$ cat src/energy_gate_segmenter_core_defines.svh
// Assertion helpers for the energy gate segmenter.
`ifndef ENERGY_GATE_SEGMENTER_CORE_DEFINES_SVH
`define ENERGY_GATE_SEGMENTER_CORE_DEFINES_SVH

// Same-cycle implication, checked on every rising clock edge outside reset.
`define EGS_ASSERT_NOW(label, clk, rst, cond, conseq, msg) \
   label: assert property (@(posedge clk) disable iff (rst) (cond) |-> (conseq)) \
      else $error(msg);

// Next-cycle implication.
`define EGS_ASSERT_NEXT(label, clk, rst, cond, conseq, msg) \
   label: assert property (@(posedge clk) disable iff (rst) (cond) |=> (conseq)) \
      else $error(msg);

`endif

$ cat src/egs_pkg.sv
package egs_pkg;

   localparam int FRAME_LEN_DEFAULT = 320;

   localparam int ENERGY_W = 41;
   localparam int COUNT_W  = 24;
   localparam int INDEX_W  = 48;
   localparam int SAMPLE_W = 16;
   localparam int SQ_W     = 31;
   localparam int REASON_W = 2;
   localparam int CSR_DW   = 64;
   localparam int CSR_AW   = 6;
   localparam int RSP_DW   = 120;

   typedef enum logic [2:0] {
      REG_START_ENERGY = 3'd0,
      REG_STOP_ENERGY  = 3'd1,
      REG_MIN_SPEECH   = 3'd2,
      REG_HANGOVER     = 3'd3,
      REG_MAX_SEGMENT  = 3'd4,
      REG_PRE_ROLL     = 3'd5
   } reg_index_type;

   typedef enum logic [REASON_W-1:0] {
      REASON_HANGOVER = 2'd0,
      REASON_MAX_LEN  = 2'd1,
      REASON_FLUSH    = 2'd2
   } close_reason_type;

   localparam logic [ENERGY_W-1:0] START_ENERGY_RESET = 41'd34359738;
   localparam logic [ENERGY_W-1:0] STOP_ENERGY_RESET  = 41'd10848000;
   localparam logic [COUNT_W-1:0]  MIN_SPEECH_RESET   = 24'd3200;
   localparam logic [COUNT_W-1:0]  HANGOVER_RESET     = 24'd8000;
   localparam logic [COUNT_W-1:0]  MAX_SEGMENT_RESET  = 24'd480000;
   localparam logic [COUNT_W-1:0]  PRE_ROLL_RESET     = 24'd4800;

   // Saturating add of two sample counts.
   function automatic logic [COUNT_W-1:0] sat_add(input logic [COUNT_W-1:0] a,
                                                  input logic [COUNT_W-1:0] b);
      logic [COUNT_W:0] s;
      s = {1'b0, a} + {1'b0, b};
      return s[COUNT_W] ? {COUNT_W{1'b1}} : s[COUNT_W-1:0];
   endfunction

endpackage

$ cat src/energy_gate_segmenter_core.sv
// Energy voice gate. Each sample is squared in the first stage and added to a
// frame sum in the second; every FRAME_LEN samples the finished frame drives
// the open/close decisions and one result transaction leaves the output
// register, and a flush (tuser high) always yields one result. Throughput is
// one input transaction per clock, through the stage-1 and output registers.
// An input stalls only when it would emit a result while the output register
// still holds one that has not been taken. Thresholds are raw per-frame sums
// of squares. Segment start index and length are reported, never the samples.
`include "energy_gate_segmenter_core_defines.svh"

module energy_gate_segmenter_core #(
   parameter int FRAME_LEN = egs_pkg::FRAME_LEN_DEFAULT
) (
   input  logic                         clock,
   input  logic                         reset,
   // input stream
   input  logic                         req_tvalid,
   output logic                         req_tready,
   input  logic [egs_pkg::SAMPLE_W-1:0] req_tdata,  // [15:0] sample
   input  logic                         req_tuser,  // [0] op: 0 sample, 1 flush
   // result stream
   output logic                         rsp_tvalid,
   input  logic                         rsp_tready,
   // [40:0] frame_energy, [41] active, [42] opened, [43] closed,
   // [45:44] close_reason, [93:46] seg_start_index, [117:94] seg_length,
   // [119:118] zero
   output logic [egs_pkg::RSP_DW-1:0]   rsp_tdata,
   // configuration
   input  logic                         csr_psel,
   input  logic                         csr_penable,
   input  logic                         csr_pwrite,
   input  logic [egs_pkg::CSR_AW-1:0]   csr_paddr,
   input  logic [egs_pkg::CSR_DW-1:0]   csr_pwdata,
   output logic [egs_pkg::CSR_DW-1:0]   csr_prdata,
   output logic                         csr_pready
);

   localparam int EW    = egs_pkg::ENERGY_W;
   localparam int CW    = egs_pkg::COUNT_W;
   localparam int IW    = egs_pkg::INDEX_W;
   localparam int FILL_W = $clog2(FRAME_LEN);
   localparam logic [CW-1:0]     FRAME_LEN_C  = CW'(FRAME_LEN);
   localparam logic [FILL_W-1:0] FILL_LAST    = FILL_W'(FRAME_LEN - 1);

   // ---------------- configuration registers ----------------
   logic [EW-1:0] start_energy_ff, stop_energy_ff;
   logic [CW-1:0] min_speech_ff, hangover_ff, max_segment_ff, pre_roll_ff;
   logic          csr_write;
   egs_pkg::reg_index_type csr_index;

   assign csr_pready = 1'b1;
   assign csr_write  = csr_psel & csr_penable & csr_pwrite & csr_pready;
   assign csr_index  = egs_pkg::reg_index_type'(csr_paddr[5:3]);

   always_ff @(posedge clock) begin
      if (reset) begin
         start_energy_ff <= egs_pkg::START_ENERGY_RESET;
         stop_energy_ff  <= egs_pkg::STOP_ENERGY_RESET;
         min_speech_ff   <= egs_pkg::MIN_SPEECH_RESET;
         hangover_ff     <= egs_pkg::HANGOVER_RESET;
         max_segment_ff  <= egs_pkg::MAX_SEGMENT_RESET;
         pre_roll_ff     <= egs_pkg::PRE_ROLL_RESET;
      end else if (csr_write) begin
         unique case (csr_index)
            egs_pkg::REG_START_ENERGY: start_energy_ff <= csr_pwdata[EW-1:0];
            egs_pkg::REG_STOP_ENERGY:  stop_energy_ff  <= csr_pwdata[EW-1:0];
            egs_pkg::REG_MIN_SPEECH:   min_speech_ff   <= csr_pwdata[CW-1:0];
            egs_pkg::REG_HANGOVER:     hangover_ff     <= csr_pwdata[CW-1:0];
            egs_pkg::REG_MAX_SEGMENT:  max_segment_ff  <= csr_pwdata[CW-1:0];
            egs_pkg::REG_PRE_ROLL:     pre_roll_ff     <= csr_pwdata[CW-1:0];
            default: ;
         endcase
      end
   end

   always_comb begin
      unique case (csr_index)
         egs_pkg::REG_START_ENERGY: csr_prdata = {{(egs_pkg::CSR_DW-EW){1'b0}}, start_energy_ff};
         egs_pkg::REG_STOP_ENERGY:  csr_prdata = {{(egs_pkg::CSR_DW-EW){1'b0}}, stop_energy_ff};
         egs_pkg::REG_MIN_SPEECH:   csr_prdata = {{(egs_pkg::CSR_DW-CW){1'b0}}, min_speech_ff};
         egs_pkg::REG_HANGOVER:     csr_prdata = {{(egs_pkg::CSR_DW-CW){1'b0}}, hangover_ff};
         egs_pkg::REG_MAX_SEGMENT:  csr_prdata = {{(egs_pkg::CSR_DW-CW){1'b0}}, max_segment_ff};
         egs_pkg::REG_PRE_ROLL:     csr_prdata = {{(egs_pkg::CSR_DW-CW){1'b0}}, pre_roll_ff};
         default:                   csr_prdata = '0;
      endcase
   end

   // ---------------- stage 1: square ----------------
   logic                       s1_valid_ff;
   logic                       s1_op_ff;
   logic [egs_pkg::SQ_W-1:0]   s1_sq_ff;
   logic signed [31:0]         sq_full;
   logic                       req_take, s1_emits, s1_go, out_free;

   assign sq_full  = $signed(req_tdata) * $signed(req_tdata);
   assign req_take = req_tvalid & req_tready;

   always_ff @(posedge clock) begin
      if (reset) begin
         s1_valid_ff <= 1'b0;
      end else if (req_tready) begin
         s1_valid_ff <= req_tvalid;
      end
      if (req_take) begin
         s1_op_ff <= req_tuser;
         s1_sq_ff <= sq_full[egs_pkg::SQ_W-1:0];
      end
   end

   // ---------------- stage 2: frame state ----------------
   logic [EW-1:0]     energy_sum_ff, energy_sum_in;
   logic [FILL_W-1:0] frame_fill_ff, frame_fill_in;
   logic [IW-1:0]     sample_count_ff, sample_count_in;
   logic              in_segment_ff, in_segment_in;
   logic [CW-1:0]     speech_count_ff, speech_count_in;
   logic [CW-1:0]     quiet_count_ff, quiet_count_in;
   logic [CW-1:0]     preroll_count_ff, preroll_count_in;
   logic [IW-1:0]     segment_start_ff, segment_start_in;
   logic [CW-1:0]     segment_len_ff, segment_len_in;

   logic              rsp_valid_ff, rsp_valid_in;
   logic [EW-1:0]     o_energy_ff, o_energy_in;
   logic              o_active_ff, o_active_in;
   logic              o_opened_ff, o_opened_in;
   logic              o_closed_ff, o_closed_in;
   logic [egs_pkg::REASON_W-1:0] o_reason_ff, o_reason_in;
   logic [IW-1:0]     o_start_ff, o_start_in;
   logic [CW-1:0]     o_len_ff, o_len_in;

   logic          frame_end;
   logic [EW-1:0] e_sum;
   logic [CW-1:0] spc, qc, seg_len_up, pre;
   logic          do_close;

   assign frame_end  = (frame_fill_ff == FILL_LAST);
   assign s1_emits   = s1_op_ff | frame_end;
   assign out_free   = ~rsp_valid_ff | rsp_tready;
   assign s1_go      = s1_valid_ff & (~s1_emits | out_free);
   assign req_tready = ~s1_valid_ff | s1_go;

   assign e_sum      = energy_sum_ff + {{(EW-egs_pkg::SQ_W){1'b0}}, s1_sq_ff};
   assign spc        = egs_pkg::sat_add(speech_count_ff, FRAME_LEN_C);
   assign qc         = egs_pkg::sat_add(quiet_count_ff, FRAME_LEN_C);
   assign seg_len_up = egs_pkg::sat_add(segment_len_ff, FRAME_LEN_C);
   assign pre        = (preroll_count_ff < pre_roll_ff) ? preroll_count_ff : pre_roll_ff;

   always_comb begin
      energy_sum_in    = energy_sum_ff;
      frame_fill_in    = frame_fill_ff;
      sample_count_in  = sample_count_ff;
      in_segment_in    = in_segment_ff;
      speech_count_in  = speech_count_ff;
      quiet_count_in   = quiet_count_ff;
      preroll_count_in = preroll_count_ff;
      segment_start_in = segment_start_ff;
      segment_len_in   = segment_len_ff;
      o_energy_in      = '0;
      o_opened_in      = 1'b0;
      o_closed_in      = 1'b0;
      o_reason_in      = egs_pkg::REASON_HANGOVER;
      o_start_in       = '0;
      o_len_in         = '0;
      do_close         = 1'b0;

      if (s1_op_ff) begin
         // flush: close any open segment including the partial frame
         if (in_segment_ff) begin
            o_start_in  = segment_start_ff;
            o_len_in    = egs_pkg::sat_add(segment_len_ff,
                                           {{(CW-FILL_W){1'b0}}, frame_fill_ff});
            o_closed_in = 1'b1;
            o_reason_in = egs_pkg::REASON_FLUSH;
            do_close    = 1'b1;
         end
         energy_sum_in    = '0;
         frame_fill_in    = '0;
         preroll_count_in = '0;
      end else begin
         sample_count_in = sample_count_ff + IW'(1);
         if (!frame_end) begin
            energy_sum_in = e_sum;
            frame_fill_in = frame_fill_ff + FILL_W'(1);
         end else begin
            energy_sum_in = '0;
            frame_fill_in = '0;
            o_energy_in   = e_sum;
            if (!in_segment_ff) begin
               if (e_sum > start_energy_ff) begin
                  speech_count_in = spc;
                  if (spc >= min_speech_ff) begin
                     in_segment_in    = 1'b1;
                     o_opened_in      = 1'b1;
                     quiet_count_in   = '0;
                     segment_start_in = sample_count_in - IW'(FRAME_LEN)
                                        - {{(IW-CW){1'b0}}, pre};
                     segment_len_in   = egs_pkg::sat_add(pre, FRAME_LEN_C);
                     o_start_in       = segment_start_in;
                     o_len_in         = segment_len_in;
                  end
               end else begin
                  speech_count_in = '0;
               end
               if (!o_opened_in) begin
                  preroll_count_in = egs_pkg::sat_add(preroll_count_ff, FRAME_LEN_C);
               end else begin
                  preroll_count_in = '0;
               end
            end else begin
               segment_len_in = seg_len_up;
               if (e_sum < stop_energy_ff) begin
                  quiet_count_in = qc;
                  if (qc >= hangover_ff) begin
                     o_closed_in = 1'b1;
                     o_reason_in = egs_pkg::REASON_HANGOVER;
                  end
               end else begin
                  quiet_count_in = '0;
               end
               if (!o_closed_in && seg_len_up >= max_segment_ff) begin
                  o_closed_in = 1'b1;
                  o_reason_in = egs_pkg::REASON_MAX_LEN;
               end
               o_start_in = segment_start_ff;
               o_len_in   = seg_len_up;
               do_close   = o_closed_in;
            end
         end
      end

      if (do_close) begin
         in_segment_in   = 1'b0;
         speech_count_in = '0;
         quiet_count_in  = '0;
         segment_len_in  = '0;
      end
      o_active_in = in_segment_in;

      if (s1_go && s1_emits) begin
         rsp_valid_in = 1'b1;
      end else if (rsp_tready) begin
         rsp_valid_in = 1'b0;
      end else begin
         rsp_valid_in = rsp_valid_ff;
      end
   end

   always_ff @(posedge clock) begin
      if (reset) begin
         energy_sum_ff    <= '0;
         frame_fill_ff    <= '0;
         sample_count_ff  <= '0;
         in_segment_ff    <= 1'b0;
         speech_count_ff  <= '0;
         quiet_count_ff   <= '0;
         preroll_count_ff <= '0;
         segment_start_ff <= '0;
         segment_len_ff   <= '0;
         rsp_valid_ff     <= 1'b0;
      end else begin
         rsp_valid_ff <= rsp_valid_in;
         if (s1_go) begin
            energy_sum_ff    <= energy_sum_in;
            frame_fill_ff    <= frame_fill_in;
            sample_count_ff  <= sample_count_in;
            in_segment_ff    <= in_segment_in;
            speech_count_ff  <= speech_count_in;
            quiet_count_ff   <= quiet_count_in;
            preroll_count_ff <= preroll_count_in;
            segment_start_ff <= segment_start_in;
            segment_len_ff   <= segment_len_in;
         end
      end
      if (s1_go && s1_emits) begin
         o_energy_ff <= o_energy_in;
         o_active_ff <= o_active_in;
         o_opened_ff <= o_opened_in;
         o_closed_ff <= o_closed_in;
         o_reason_ff <= o_reason_in;
         o_start_ff  <= o_start_in;
         o_len_ff    <= o_len_in;
      end
   end

   assign rsp_tvalid = rsp_valid_ff;
   assign rsp_tdata  = {2'b00, o_len_ff, o_start_ff, o_reason_ff, o_closed_ff,
                        o_opened_ff, o_active_ff, o_energy_ff};

   // ---------------- checks ----------------
   `EGS_ASSERT_NOW(a_close_not_active, clock, reset, rsp_valid_ff && o_closed_ff, !o_active_ff && !o_opened_ff, "closed result still reports an open segment")
   `EGS_ASSERT_NOW(a_idle_len_zero, clock, reset, !in_segment_ff, segment_len_ff == '0, "segment length kept while no segment is open")
   `EGS_ASSERT_NEXT(a_open_sets_state, clock, reset, s1_go && s1_emits && o_opened_in, in_segment_ff && rsp_valid_ff && o_active_ff, "opening frame did not open the segment")

endmodule
$ cat config.mk
export PLATFORM = sky130hd
export DESIGN_NAME = energy_gate_segmenter_core
export DESIGN_NICKNAME = d
export VERILOG_FILES = /design/src/egs_pkg.sv /design/src/energy_gate_segmenter_core.sv
export VERILOG_INCLUDE_DIRS = /design/src /design/src/src
export SDC_FILE = /design/constraint.sdc
export NUM_CORES = 2
export LEC_CHECK = 0
export ABC_CLOCK_PERIOD_IN_PS = 16100
export BUFFER_PORTS_ARGS = -buffer_cell sky130_fd_sc_hd__buf_2
export CORE_ASPECT_RATIO = 0.6
export CORE_UTILIZATION = 25
export CTS_CLUSTER_DIAMETER = 200
export DETAILED_ROUTE_END_ITERATION = 7
export SLEW_MARGIN = 20
export SYNTH_ARGS = -nofsm -noshare
export SYNTH_HDL_FRONTEND = slang
export SYNTH_SLANG_ARGS = --single-unit
$ cat constraint.sdc
create_clock -name clock -period 16.1 [get_ports clock]
set_input_delay 3.22 -clock clock [delete_from_list [all_inputs] [get_ports clock]]
set_output_delay 3.22 -clock clock [all_outputs]
set_load 0.1 [all_outputs]
# Word-level counts from Yosys, hierarchy flattened

Index checks and enable logic that the tools add are counted.

Flip-flop bits (word level): 573
Latch bits: 0
Bits in writable memories: 0
Bits in read-only memories: 0
Input bits: 94
Output and inout port bits: 187
Word-level logic and storage cells: 161
Memories: 0

Add/sub/neg operators: 11
Multipliers: 1
Divide/modulo/power cells: 0
$lt $le $gt $ge: 6
Eq/ne operators: 9
Shift-type cells: 0
Multiplexer cells: 72
Bitwise gates (word level): 14
Reductions and logical operators: 22

Operators with widths:

| cell                                                                  | number |
|---|---|
| 24-bit two-way mux                                                    | 35 |
| 48-bit two-way mux                                                    | 6 |
| 41-bit one-hot mux with 6 select lines                                | 1 |
| 24-bit by 9-bit adder with 25-bit output (second input constant)      | 5 |
| 41-bit two-way mux                                                    | 2 |
| 24-bit greater-or-equal comparator                                    | 3 |
| 48-bit by 1-bit adder with 48-bit output (second input constant)      | 1 |
| 48-bit by 24-bit subtractor with 48-bit output                        | 1 |
| 48-bit by 9-bit subtractor with 48-bit output (second input constant) | 1 |
| 41-bit by 31-bit adder with 41-bit output                             | 1 |
| 41-bit greater-than comparator                                        | 1 |
| 41-bit less-than comparator                                           | 1 |
| 16-bit by 16-bit multiplier with 31-bit output                        | 1 |
| 24-bit by 9-bit adder with 25-bit output                              | 1 |
| 24-bit less-than comparator                                           | 1 |
| 1-bit two-way mux                                                     | 24 |
| 9-bit two-way mux                                                     | 2 |
| 2-bit AND reduction                                                   | 7 |
| 9-bit by 1-bit adder with 9-bit output (second input constant)        | 1 |
| 9-bit == test (second input constant)                                 | 1 |
| 3-bit by 2-bit == test with 1-bit output (second input constant)      | 2 |
| 3-bit == test (second input constant)                                 | 2 |
| 1-bit inverter                                                        | 6 |
| 6-bit AND reduction                                                   | 1 |
| 16 further kinds                                                      | 28 |

# Depth between registers and ports, before layout

Word-level depth: 16
Mapped depth: 26
Mapped depth without buffers: 23

# Worst setup path after synthesis

OpenSTA, ideal clock, no wires.

Path type: input-to-reg
Start: in req_tdata[15] (netlist bit)
End: reg s1_sq_ff[28] (netlist bit) (data pin)
Setup time: 266 ps
Data arrival time: 9,044 ps
Data required time: 15,834 ps
Slack: 6,790 ps
Stages: 20
Buffers on the path: 3
Cell sequence: clkbuf_1 -> inv_1 -> clkbuf_1 -> nor2_1 -> fa_1 -> fa_1 -> inv_1 -> fa_1 -> inv_1 -> fa_1 -> fa_1 -> fa_1 -> ha_1 -> clkbuf_1 -> a21o_1 -> a21o_1 -> a21o_1 -> a2111oi_0 -> nor3_1 -> xor2_1

Cells in the longest elaborated chain, start to end: 1

Ends and longest elaborated chain:

| item                                           | RTL line                          | text |
|---|---|---|
| start, declared                                | energy_gate_segmenter_core.sv:19  | `input logic [egs_pkg::SAMPLE_W-1:0] req_tdata,` |
| 16-bit by 16-bit multiplier with 31-bit output | energy_gate_segmenter_core.sv:95  | `assign sq_full = $signed(req_tdata) * $signed(req_tdata);` |
| net sq_full[28]                                | energy_gate_segmenter_core.sv:92  | `logic signed [31:0] sq_full;` |
| end signal, assigned                           | energy_gate_segmenter_core.sv:106 | `s1_sq_ff <= sq_full[egs_pkg::SQ_W-1:0];` |
| end, declared                                  | energy_gate_segmenter_core.sv:91  | `logic [egs_pkg::SQ_W-1:0] s1_sq_ff;` |

The timed path passes the listed nets, and every way through them passes these cells.
A chain may end at the register's enable or synchronous reset.

# Final worst setup path

Same ends and word-level chain as after synthesis.

==> summary.md <==
| Metric | Value |
|---|---|
| Row count | `117` |
| Synth Area in Adders | `21.3%` |
| Max Clk Rate | `between 100 and 150 MHz` |
| Grt total ovfl | `0` |
| Seq/Total Area, Yosys | `30.0%` |
| #FFs+latches synth | `567` |
| Syn. warnings | `0` |
| Post-DP HPWL | `between 100,000 and 150,000 um` |
| Post-synthesis compound-gate area fraction | `17.3%` |
| Die Wd | `536 um` |
| Top FF cell, synth | `dfxtp_1` |
| Initial antenna violation count | `30` |
| Most frequent cells in the layout | `nand2_1 (672), inv_1 (531), dfxtp_1 (417), a21oi_1 (392), ha_1 (352)` |
| Routed wire length | `150,000 um` |
| CP Class | `in -> reg` |
| Commonest non-fill, non-tap cell in the layout | `nand2_1` |
| Number of synthesized flops with an enable pin | `between 100 and 150` |
| Final setup vio count | `0` |
| Die extent in y | `~320 um` |
| Vias in the first global route | `34,800` |
| Launch point of the worst hold path | `segment_start_ff[27]` |
| Largest family of logic cells by synthesized area | `adder cells` |
| Total die area | `0.173 mm2` |
| Syn Area/Cell | `around 8.5 um2` |
| Critical path arrival | `roughly 9.8 ns` |
| Slew HR | `about a fifth` |
| Hold Vio Cnt, Final | `0` |
| Post-synthesis cell type count | `86` |
| Initial Util | `25.2%` |
| Max IR drop VDD | `0.255 mV` |
| Least-Margin Pin Slew | `1.18 ns` |
| Min-Delay Path Class | `reg -> reg` |
| Ports | `~280` |
| Clk sinks | `567` |
| Clock skew | `0.0417 ns` |
| RR Startpoint | `s1_sq_ff[12]` |
| Startpoint Class | `input port` |
| CTS root buf | `clkbuf_16` |
| Hold-fix buffers at CTS | `0` |
| Static leakage | `19.9 nW` |
| Crit path from | `req_tdata[15]` |
| Final period util | `approximately three fifths` |
| Drt wl/cell | `20.1 um` |
| Fillers | `roughly 18,000` |
| Pwr/cell area | `146 mW/mm2` |
| Largest net degree at the start of global routing | `94` |
| Top cells by area, synth | `dfxtp_1 (20%), fa_1 (11%), edfxtp_1 (10%)` |
| Drt pass-1 iters | `8` |
| Clk Latency, worst-skew pair | `0.68 ns` |
| Post-CTS Repair Setup Buffers | `0` |
| Synth Area in XOR/XNOR | `5.36%` |
| Simple-gate portion of the synthesized area | `18.4%` |
| PortBufs | `roughly 230` |
| Multiplexer share of the synthesized area | `0.263%` |
| Routed Antenna Nets | `0` |
| Period minus WS final | `9.36 ns` |
| Pwr Total | `approximately 0.0070 W` |
| Max-slew violation count | `0` |
| Crit-path max FO | `21` |
| WP data required | `16.50 ns` |
| Synth area leader | `dfxtp_1` |
| Aggregate global-route resource usage | `16.9%` |
| Worst hold slack | `0.453 ns` |
| Cells after Synth | `5,040` |
| H-tree lvl count | `2` |
| Via density | `5.04` |
| Fraction of registers with async set/reset | `0%` |
| NumNets Final | `5,812` |
| Max-cap violations | `0` |
| Share of layout cells above drive strength 1 | `8.54%` |
| TritonCTS buffer count | `57` |
| Routed vias | `37,500` |
| CP Capture Type | `flip-flop` |
| RSZ-0062 raised after global routing | `false` |
| Setup_tns | `0 ns` |
| PostCTS Resize Cnt | `0` |
| Layout area overhead | `12.5%` |
| Post-synth top area share | `slightly below 20%` |
| 1st-iter DRT viols | `4,170` |
| RD Place Congestion | `0.951` |
| CTS tree | `built` |
| Outcome | `completed` |
| Clk pin slew, worst setup/hold paths | `roughly 0.06 ns` |
| Global-route wire length before repair | `222,000 um` |
| Synthesized area | `0.0428 mm2` |
| DRC viols | `0` |
| Core Region | `0.170 mm2` |
| Buffer levels on the longest clock path | `3` |
| R2r setup slk | `7.70 ns` |
-- cell type report --
type                            count  area [um2]  area share, %
Clock buffer                       78        1660           3.45
Inverter                          532        2000           4.16
Clock inverter                     28         287          0.595
Timing Repair Buffer              279        1530           3.19
Multi-Input combinational cell   3694       27000           56.0
Tap cell                         2261        2830           5.88
Sequential cell                   567       12800           26.7
Antenna cell                        4        10.0         0.0208
-- cell families (layout without fill, tap and decap cells) --
group                    Yosys count  in the layout
AO/OA/AOI/OAI                   1145           1145
XOR/XNOR                         261            261
adder cells (fa/ha/maj)          587            587
buffers and inverters            803            917
flip-flops                       567            567
multiplexers                      11             11
other                              2             30
AND/OR/NAND/NOR                 1664           1664
-- worst max-delay path, stage by stage --
cell,delay (ns)
buf_2,0.38
inv_1,0.41
nor2_1,0.38
fa_1,0.55
fa_1,0.78
inv_1,0.29
fa_1,0.60
inv_1,0.05
fa_1,0.46
fa_1,0.53
fa_1,0.49
ha_1,0.40
a21o_1,0.19
a21o_1,0.19
a21o_1,0.18
a2111oi_0,0.36
nor3_1,0.12
xor2_1,0.15
-- sequential cells by signal, summed over array words and instances (netlist names), 30 cells and up --
signal and flops:
stop_energy_ff 41, start_energy_ff 41, o_energy_ff 41, segment_start_ff 48, sample_count_ff 48, o_start_ff 48, s1_sq_ff 30, energy_sum_ff 41
-- Yosys cell counts (140+ instances only) --
master    instances
nand3_1         140
nand2_1         673
nor2_1          338
dfxtp_1         418
o21ai_0         170
fa_1            235
xnor2_1         158
clkbuf_1        226
ha_1            352
inv_1           532
edfxtp_1        149
a21oi_1         394
-- power breakdown --
group          switching, W  internal, W
logic               0.00229      0.00159
registers         0.0000323      0.00170
clock network      0.000645     0.000776
-- per-stage QoR --
stage                     worst slack (ns)  instance area [um2]  instances  utilization [%]
after floorplan                       6.79                42900       5064                -
after global placement                6.11                46200       7333             27.2
after detailed placement              6.05                46200       7333             27.2
after CTS                             6.75                48100       7439             28.3
after global routing                  6.39                48100       7441             28.3
final                                 6.74                48100       7443             28.3
-- routing by layer --
layer,global-route usage (%),routed length [um]
met1,26.1,72900
met2,22.5,57300
met3,4.94,16600
met4,3.24,2840
met5,0,159
-- worst paths after layout --
kind                          end  cells after the start
min          segment_start_ff[27]                      2
max reg2reg    segment_len_ff[14]                     21
max                  s1_sq_ff[28]                     18
min reg2reg  segment_start_ff[27]                      2
No activity file was read; power rests on OpenSTA's default activity.
